## config.mk

```make
export PLATFORM = sky130hd
export DESIGN_NAME = nonzero_coordinate_emitter
export DESIGN_NICKNAME = d
export VERILOG_FILES = /design/src/rtl/core/nce_pkg.sv /design/src/rtl/core/nce_front.sv /design/src/rtl/core/nce_queue.sv /design/src/rtl/core/nce_back.sv /design/src/rtl/core/nonzero_coordinate_emitter.sv
export SDC_FILE = /design/constraint.sdc
export NUM_CORES = 1
export LEC_CHECK = 0
export ABC_AREA = 1
export BUFFER_PORTS_ARGS = -buffer_cell sky130_fd_sc_hd__buf_2
export CAP_MARGIN = 30
export CORE_ASPECT_RATIO = 0.6
export CORE_MARGIN = 5
export CORE_UTILIZATION = 60
export CTS_BUF_LIST = sky130_fd_sc_hd__clkbuf_8
export CTS_CLUSTER_SIZE = 8
export DETAILED_ROUTE_END_ITERATION = 10
export PLACE_DENSITY_LB_ADDON = 0.25
export SYNTH_ARGS = -nofsm -noshare
export SYNTH_HDL_FRONTEND = slang
export SYNTH_SLANG_ARGS = --single-unit
```

## constraint.sdc

```tcl
create_clock -name i_clk -period 10.4 [get_ports i_clk]
set_clock_uncertainty 0.2 [all_clocks]
set_input_delay 0 -clock i_clk [delete_from_list [all_inputs] [get_ports i_clk]]
set_output_delay 0 -clock i_clk [all_outputs]
set_load 0.005 [all_outputs]
```

## src/rtl/core/nce_pkg.sv

```systemverilog
`default_nettype none

package nce_pkg;

    // Odometer dimensions
    localparam int NUM_DIMS  = 4;
    localparam int COORD_W   = 16;
    localparam int ROW_W     = 32;
    localparam int RANK_W    = 3;
    localparam int ETYPE_W   = 3;

    // Queue between front and back
    localparam int QUEUE_DEPTH = 4;
    localparam int QUEUE_AW    = $clog2(QUEUE_DEPTH);

    // Configuration port
    localparam int CFG_IDX_W  = 3;
    localparam int CFG_DATA_W = 16;

    localparam logic [CFG_IDX_W-1:0] CFG_ELEMENT_TYPE = 3'd0;
    localparam logic [CFG_IDX_W-1:0] CFG_TENSOR_RANK  = 3'd1;
    localparam logic [CFG_IDX_W-1:0] CFG_SIZE_DIM0    = 3'd2;
    localparam logic [CFG_IDX_W-1:0] CFG_SIZE_DIM1    = 3'd3;
    localparam logic [CFG_IDX_W-1:0] CFG_SIZE_DIM2    = 3'd4;
    localparam logic [CFG_IDX_W-1:0] CFG_SIZE_DIM3    = 3'd5;

    // Element type codes
    localparam logic [ETYPE_W-1:0] ET_INT8    = 3'd0;
    localparam logic [ETYPE_W-1:0] ET_UINT8   = 3'd1;
    localparam logic [ETYPE_W-1:0] ET_INT16   = 3'd2;
    localparam logic [ETYPE_W-1:0] ET_INT32   = 3'd3;
    localparam logic [ETYPE_W-1:0] ET_INT64   = 3'd4;
    localparam logic [ETYPE_W-1:0] ET_FLOAT32 = 3'd5;
    localparam logic [ETYPE_W-1:0] ET_FLOAT64 = 3'd6;

    typedef struct packed {
        logic [63:0] element_bits;
        logic        start_flag;
    } t_in_item;

    typedef struct packed {
        logic [COORD_W-1:0] coord0;
        logic [COORD_W-1:0] coord1;
        logic [COORD_W-1:0] coord2;
        logic [COORD_W-1:0] coord3;
        logic [ROW_W-1:0]   row_number;
    } t_out_item;

    // Queue status seen by front and back
    typedef struct packed {
        logic full;
        logic empty;
    } t_q_status;

    // Nonzero test per element type; floats ignore the sign bit
    function automatic logic f_is_nonzero(input logic [ETYPE_W-1:0] etype,
                                          input logic [63:0] bits);
        logic r;
        begin
            unique case (etype)
                ET_INT8, ET_UINT8: r = (bits[7:0] != 8'd0);
                ET_INT16:          r = (bits[15:0] != 16'd0);
                ET_INT64:          r = (bits != 64'd0);
                ET_FLOAT32:        r = (bits[30:0] != 31'd0);
                ET_FLOAT64:        r = (bits[62:0] != 63'd0);
                default:           r = (bits[31:0] != 32'd0);
            endcase
            return r;
        end
    endfunction

endpackage

`default_nettype wire

```

## src/rtl/core/nce_front.sv

```systemverilog
`default_nettype none

module nce_front import nce_pkg::*; (
    input  wire logic                  i_clk,
    input  wire logic                  i_rst_n,
    input  wire logic                  i_cfg_we,
    input  wire logic [CFG_IDX_W-1:0]  i_cfg_idx,
    input  wire logic [CFG_DATA_W-1:0] i_cfg_wdata,
    input  wire logic                  i_in_valid,
    input  wire t_in_item              i_in_data,
    output logic                       o_in_stall,
    input  wire t_q_status             i_q_stat,
    output logic                       o_push,
    output t_out_item                  o_push_data
);

    logic [ETYPE_W-1:0] r_etype;
    logic [RANK_W-1:0]  r_rank;
    logic [COORD_W-1:0] r_size [NUM_DIMS];
    logic [COORD_W-1:0] r_pos  [NUM_DIMS];
    logic [COORD_W-1:0] n_pos  [NUM_DIMS];
    logic [COORD_W-1:0] base_pos [NUM_DIMS];
    logic [COORD_W-1:0] out_pos  [NUM_DIMS];
    logic [ROW_W-1:0]   r_rows;
    logic [ROW_W-1:0]   n_rows;
    logic [ROW_W-1:0]   base_rows;
    logic [RANK_W-1:0]  rank_eff;
    logic               accept;
    logic               hit;

    assign o_in_stall = i_q_stat.full;
    assign accept     = i_in_valid && !i_q_stat.full;
    assign hit        = f_is_nonzero(r_etype, i_in_data.element_bits);

    // Clamp rank into 1..NUM_DIMS
    always_comb begin
        if (r_rank == '0) begin
            rank_eff = RANK_W'(1);
        end else if (r_rank > RANK_W'(NUM_DIMS)) begin
            rank_eff = RANK_W'(NUM_DIMS);
        end else begin
            rank_eff = r_rank;
        end
    end

    // Start flag clears coordinates and row count before use
    always_comb begin
        for (int d = 0; d < NUM_DIMS; d++) begin
            base_pos[d] = i_in_data.start_flag ? '0 : r_pos[d];
            out_pos[d]  = (RANK_W'(d) < rank_eff) ? base_pos[d] : '0;
        end
        base_rows = i_in_data.start_flag ? '0 : r_rows;
    end

    // Odometer advance, innermost active dimension first
    always_comb begin
        logic              carry;
        logic [COORD_W:0]  inc_val;
        carry   = 1'b1;
        inc_val = '0;
        for (int d = NUM_DIMS - 1; d >= 0; d--) begin
            n_pos[d] = base_pos[d];
            if ((RANK_W'(d) < rank_eff) && carry) begin
                inc_val = {1'b0, base_pos[d]} + (COORD_W+1)'(1);
                if (inc_val >= {1'b0, r_size[d]}) begin
                    n_pos[d] = '0;
                end else begin
                    n_pos[d] = inc_val[COORD_W-1:0];
                    carry    = 1'b0;
                end
            end
        end
    end

    // Saturating row count
    always_comb begin
        n_rows = base_rows;
        if (hit && (base_rows != '1)) begin
            n_rows = base_rows + ROW_W'(1);
        end
    end

    // Result toward the queue
    assign o_push = accept && hit;

    always_comb begin
        o_push_data.coord0     = out_pos[0];
        o_push_data.coord1     = out_pos[1];
        o_push_data.coord2     = out_pos[2];
        o_push_data.coord3     = out_pos[3];
        o_push_data.row_number = base_rows;
    end

    // Configuration registers
    always_ff @(posedge i_clk) begin
        if (!i_rst_n) begin
            r_etype <= ET_INT8;
            r_rank  <= RANK_W'(1);
            for (int d = 0; d < NUM_DIMS; d++) begin
                r_size[d] <= COORD_W'(1);
            end
        end else if (i_cfg_we) begin
            unique case (i_cfg_idx)
                CFG_ELEMENT_TYPE: r_etype   <= i_cfg_wdata[ETYPE_W-1:0];
                CFG_TENSOR_RANK:  r_rank    <= i_cfg_wdata[RANK_W-1:0];
                CFG_SIZE_DIM0:    r_size[0] <= i_cfg_wdata[COORD_W-1:0];
                CFG_SIZE_DIM1:    r_size[1] <= i_cfg_wdata[COORD_W-1:0];
                CFG_SIZE_DIM2:    r_size[2] <= i_cfg_wdata[COORD_W-1:0];
                CFG_SIZE_DIM3:    r_size[3] <= i_cfg_wdata[COORD_W-1:0];
                default: ;
            endcase
        end
    end

    // Odometer and row count state
    always_ff @(posedge i_clk) begin
        if (!i_rst_n) begin
            r_rows <= '0;
            for (int d = 0; d < NUM_DIMS; d++) begin
                r_pos[d] <= '0;
            end
        end else if (accept) begin
            r_rows <= n_rows;
            for (int d = 0; d < NUM_DIMS; d++) begin
                r_pos[d] <= n_pos[d];
            end
        end
    end

endmodule

`default_nettype wire

```

## src/rtl/core/nce_queue.sv

```systemverilog
`default_nettype none

module nce_queue import nce_pkg::*; (
    input  wire logic      i_clk,
    input  wire logic      i_rst_n,
    input  wire logic      i_push,
    input  wire t_out_item i_push_data,
    input  wire logic      i_pop,
    output t_out_item      o_head,
    output t_q_status      o_stat
);

    t_out_item             r_mem [QUEUE_DEPTH];
    logic [QUEUE_AW-1:0]   r_wr_ptr;
    logic [QUEUE_AW-1:0]   r_rd_ptr;
    logic [QUEUE_AW:0]     r_count;
    logic                  do_push;
    logic                  do_pop;

    always_comb begin
        o_stat.full  = (r_count == (QUEUE_AW+1)'(QUEUE_DEPTH));
        o_stat.empty = (r_count == '0);
    end

    assign do_push      = i_push && !o_stat.full;
    assign do_pop       = i_pop && !o_stat.empty;
    assign o_head       = r_mem[r_rd_ptr];

    // Storage
    always_ff @(posedge i_clk) begin
        if (do_push) begin
            r_mem[r_wr_ptr] <= i_push_data;
        end
    end

    // Pointers and fill level
    always_ff @(posedge i_clk) begin
        if (!i_rst_n) begin
            r_wr_ptr <= '0;
            r_rd_ptr <= '0;
            r_count  <= '0;
        end else begin
            if (do_push) begin
                r_wr_ptr <= r_wr_ptr + QUEUE_AW'(1);
            end
            if (do_pop) begin
                r_rd_ptr <= r_rd_ptr + QUEUE_AW'(1);
            end
            if (do_push && !do_pop) begin
                r_count <= r_count + (QUEUE_AW+1)'(1);
            end else if (do_pop && !do_push) begin
                r_count <= r_count - (QUEUE_AW+1)'(1);
            end
        end
    end

endmodule

`default_nettype wire

```

## src/rtl/core/nce_back.sv

```systemverilog
`default_nettype none

module nce_back import nce_pkg::*; (
    input  wire logic      i_clk,
    input  wire logic      i_rst_n,
    input  wire t_q_status i_q_stat,
    input  wire t_out_item i_head,
    output logic           o_pop,
    output logic           o_out_valid,
    output t_out_item      o_out_data,
    input  wire logic      i_out_stall
);

    logic      r_valid;
    t_out_item r_data;

    // Refill the output register when it is empty or being taken
    assign o_pop       = !i_q_stat.empty && (!r_valid || !i_out_stall);
    assign o_out_valid = r_valid;
    assign o_out_data  = r_data;

    always_ff @(posedge i_clk) begin
        if (!i_rst_n) begin
            r_valid <= 1'b0;
        end else if (o_pop) begin
            r_valid <= 1'b1;
        end else if (!i_out_stall) begin
            r_valid <= 1'b0;
        end
    end

    always_ff @(posedge i_clk) begin
        if (o_pop) begin
            r_data <= i_head;
        end
    end

endmodule

`default_nettype wire

```

## src/rtl/core/nonzero_coordinate_emitter.sv

```systemverilog
// Nonzero coordinate emitter (argwhere).
// Input channel: one condition element per request (raw bits plus a start
// flag), valid/stall handshake. Elements arrive in row-major order; the
// block keeps an odometer over the configured rank and dimension sizes.
// Output channel: one request per nonzero element carrying its coordinates
// (unused dimensions read zero) and a saturating row number. Zero elements
// produce nothing.
// Configuration: write enable, register index and 16-bit data; it is to be
// written only while the block is idle, which the block does not enforce.
// Throughput: one element per cycle while the queue is not full. A result
// accepted at an edge is written into the queue, then moves into the output
// register once it is empty or being taken. The odometer and nonzero test
// run in the accept cycle. A four-entry queue sits between the front and the
// output register; the input stalls only while that queue is full.
// Reset (synchronous, active low) clears the odometer, row count and queue
// and loads the configuration defaults: int8, rank 1, all sizes 1.
// While the receiver stalls, the output request holds and the queue fills.
`default_nettype none

module nonzero_coordinate_emitter import nce_pkg::*; (
    input  wire logic                  i_clk,
    input  wire logic                  i_rst_n,
    input  wire logic                  i_cfg_we,
    input  wire logic [CFG_IDX_W-1:0]  i_cfg_idx,
    input  wire logic [CFG_DATA_W-1:0] i_cfg_wdata,
    input  wire logic                  i_in_valid,
    input  wire t_in_item              i_in_data,
    output logic                       o_in_stall,
    output logic                       o_out_valid,
    output t_out_item                  o_out_data,
    input  wire logic                  i_out_stall
);

    t_q_status q_stat;
    t_out_item push_data;
    t_out_item head;
    logic      push;
    logic      pop;

    nce_front u_front (
        .i_clk       (i_clk),
        .i_rst_n     (i_rst_n),
        .i_cfg_we    (i_cfg_we),
        .i_cfg_idx   (i_cfg_idx),
        .i_cfg_wdata (i_cfg_wdata),
        .i_in_valid  (i_in_valid),
        .i_in_data   (i_in_data),
        .o_in_stall  (o_in_stall),
        .i_q_stat    (q_stat),
        .o_push      (push),
        .o_push_data (push_data)
    );

    nce_queue u_queue (
        .i_clk       (i_clk),
        .i_rst_n     (i_rst_n),
        .i_push      (push),
        .i_push_data (push_data),
        .i_pop       (pop),
        .o_head      (head),
        .o_stat      (q_stat)
    );

    nce_back u_back (
        .i_clk       (i_clk),
        .i_rst_n     (i_rst_n),
        .i_q_stat    (q_stat),
        .i_head      (head),
        .o_pop       (pop),
        .o_out_valid (o_out_valid),
        .o_out_data  (o_out_data),
        .i_out_stall (i_out_stall)
    );

    // Queue cannot be full and empty at once
    a_q_stat: assert property (@(posedge i_clk) disable iff (!i_rst_n)
        !(q_stat.full && q_stat.empty))
        else $error("queue reports full and empty");

    // Front never writes into a full queue
    a_no_overflow: assert property (@(posedge i_clk) disable iff (!i_rst_n)
        push |-> !q_stat.full)
        else $error("push into full queue");

    // A pending entry reaches an empty output register in the next cycle
    a_refill: assert property (@(posedge i_clk) disable iff (!i_rst_n)
        (!q_stat.empty && !o_out_valid) |=> o_out_valid)
        else $error("output register not refilled");

endmodule

`default_nettype wire
```

==> results.md <==
- Total power of the final layout: 7100 µW
- Synth-to-layout area growth: 12.1%
- Maximum vdd ir drop: 0.137 mV
- Number of flops mapped to enable cells by yosys: 608
- Grt ovf: 0
- Setup repair after global routing missed its margin: no
- Startpoint type of the worst setup path: input pin
- Antenna violations before repair: 0
- Antenna cells: 0
- Root buffer cell: clkbuf_8
- Total wire length: 72100 µm
- Count of endpoints failing hold in the final timing report: 0
- Final core area utilization: 68.0%
- Global-route met1 utilization: 40.0%
- Biggest area contributors in the synthesized netlist: edfxtp_1, nor2_1, nand2_1, inv_1, o21ai_0
- Die Ht: 183 µm
- Worst Setup Slack post-DPL: 5230 ps
- Leading area contributor after synthesis: edfxtp_1
- Starting density of the core: 60.7%
- Primary FF master, synth: edfxtp_1
- Final ANT Viol Nets: 0
- DR iter-0 viols: 2602
- Synthesized net count: 3008
- Net total in the final layout: 3239
- Number of failing setup endpoints in the final timing report: 0
- Commonest cells post-synth: edfxtp_1, nor2_1, nand2_1, inv_1, o21ai_0
- Required time of the critical path: 10590 ps
- Gr busiest metal: met1
- Met3 Use GR: 3.99%
- Number of fillers in the final layout: 3626
- Final slew viol count: 0
- Via count of the first global-routing pass: 20500
- Clock Pin Slew Worst Setup and Hold Paths: 60 ps
- Core area: 49300 µm²
- Fmax: 192 MHz
- Placed Area: 31400 µm²
- Area of the mapped netlist: 29900 µm²
- Fraction of synthesized cell area taken by the top area cell type: 61.0%
- Leakage Power: 0.0132 µW
- Met2 usage in global routing: 39.8%
- Final estimated routing congestion in global placement: 0.966
- HPWL Detailed: 47100 µm
- Total via count after detailed routing: 21600
- Buffers on Ports: 186
- Syn avg cell area: 10.5 µm²
- Number of clock sinks seen by CTS: 654
- Post-synth ARST share: 0%
- Number of ports placed on the die boundary: 187
- Max-Cap Viols: 0
- Distinct cell type count of the synthesized netlist: 50
- Detail-routed net length per standard cell: 19.0 µm
- Global-route wire length before repair: 113000 µm
- Residual DRC count: 0
- Final non-filler cell area: 33500 µm²
- Cells after Synth: 2844
- Clk Latency, worst-skew pair: 690 ps
- Clock H-tree levels: 3
- Most frequent cell after synthesis: edfxtp_1
- Die outline width: 298 µm
- Total setup buffers inserted after CTS: 0
- Maximum number of pins on one net before global-route repair: 85
- Part of the Yosys area used for sequential elements: 64.1%
- Final critical-path required period: 5210 ps
- Std cell rows: 63
- Startpoint-to-endpoint class of the critical path: input pin to register
- Synthesized flop and latch total: 654
- DIE AREA: 54600 µm²
- Clock Path Buffers: 3
- Final worst slack: 5190 ps
- Pwr/cell area: 212 nW/µm²
- Layout cells sized above 1: 13.3%
- Number of detailed-route iterations in the first pass: 8
- Worst Setup End Kind: register
- Global-route usage over all layers: 26.0%
- CTS tree: yes
- Routed vias/inst: 5.69
- Actual slew at the worst max-slew pin: 1000 ps
- Final cycle utilization of the critical path: 50.1%
- CTS buffer count: 97
- Highest fanout seen on the critical path: 42
- Path category of the worst min-delay check: input pin to register
- Rel. slew slack: 33.4%
- Setup_tns: 0 ps
- Arrival time of data at the critical path endpoint: 5390 ps
- Run status: complete, no violations
- Count of warnings emitted by yosys: 0
==> path summary, 6_finish.rpt <==
kind	start	end	slack (ps)	cells past startpoint
max	i_in_data[0]	u_front.r_pos[1][8]	5190	28
min	i_cfg_wdata[0]	u_front.r_size[2][0]	60	4
max reg2reg	u_front.r_pos[3][0]	u_front.r_pos[1][8]	5530	24
min reg2reg	u_front.r_rows[2]	u_front.r_rows[2]	260	2
==> placed cells by master (no fill, tap or decap), types with 7 or more instances in the layout <==
master,n
nor2_1,505
nor3_1,29
o21ai_1,7
xor2_1,50
o22ai_1,106
dfxtp_1,44
inv_2,8
nand2_1,381
a21oi_1,102
nor4_1,15
nand4_1,48
o21ai_0,227
nand3_1,88
buf_4,26
inv_1,376
dlygate4sd3_1,36
nor2_2,19
edfxtp_1,608
xnor2_1,10
clkbuf_8,100
buf_2,185
nor2_4,15
ha_1,74
nand2_2,14
nor3_2,11
==> critical path: stages <==
cell and delay, ps:
dlygate4sd3_1 540, buf_4 280, inv_4 530, nand2_4 150, nor3_2 230, nand4_1 160
or2_1 270, nor2_1 90, inv_1 70, nor2_1 160, inv_1 60, nand2_1 120
inv_1 60, ha_1 260, nand2_1 50, inv_1 50, nand3_1 80, nor2_1 130
a21oi_1 80, nand2_1 70, nand2_1 40, nand2_1 50, nand2_1 270, nand2_4 280
o21a_1 710, nand2_4 300, nand2_1 140, a21oi_1 70
==> timing repair <==
action	4_1_cts	5_1_grt
endpoints found under the hold margin	231	0
hold buffers	36	0
gates resized for setup	0	0
==> logic make-up (layout without fill, tap and decap cells) <==
kind of cell	Yosys count	in the layout	synth area share (%)
AO/OA/AOI/OAI	456	456	8.23
adder cells (fa/ha/maj)	75	75	3.16
XOR/XNOR	60	60	1.76
buffers and inverters	453	756	6.17
flip-flops	654	654	64.1
AND/OR/NAND/NOR	1146	1146	16.6
==> routing by layer <==
| metal | part of all wire, % | up-vias |
|---|---|---|
| met5 | 0 | - |
| met4 | 1.5 | 0 |
| met3 | 8.7 | 94 |
| met2 | 44 | 1022 |
| met1 | 46 | 10300 |
| li1 | - | 10200 |
==> area by class of cell <==
class	count	area (µm²)	area share [%]
Multi-Input combinational cell	1737	8940	26.6
Sequential cell	654	19200	57.2
Inverter	333	1260	3.75
Clock inverter	71	370	1.10
Timing Repair Buffer	252	1600	4.78
Tap cell	650	813	2.42
Clock buffer	100	1380	4.10
==> registers in the layout, summed over array words and instances (netlist names) <==
name                count
u_back.o_out_data      96
u_queue.r_wr_ptr        2
u_front.r_pos          64
u_front.r_rows         32
u_queue.r_rd_ptr        2
u_queue.r_count         3
u_back.o_out_valid      1
u_queue.r_mem         384
u_front.r_etype         3
u_front.r_size         64
u_front.r_rank          3
==> power breakdown <==
| part | switching, µW | internal, µW |
|---|---|---|
| clock network | 976 | 922 |
| logic | 1140 | 496 |
| registers | 127 | 3450 |
==> stage by stage <==
| step | hold slack [ps] | instances |
|---|---|---|
| after detailed placement | 120 | 3590 |
| after global routing | 42.9 | 3797 |
| final | 59.2 | 3797 |
| after global placement | 99.9 | 3585 |
| after CTS | 4.62 | 3797 |
| after floorplan | -35.5 | 2844 |
Note: power is estimated with default switching activity, not from simulation.
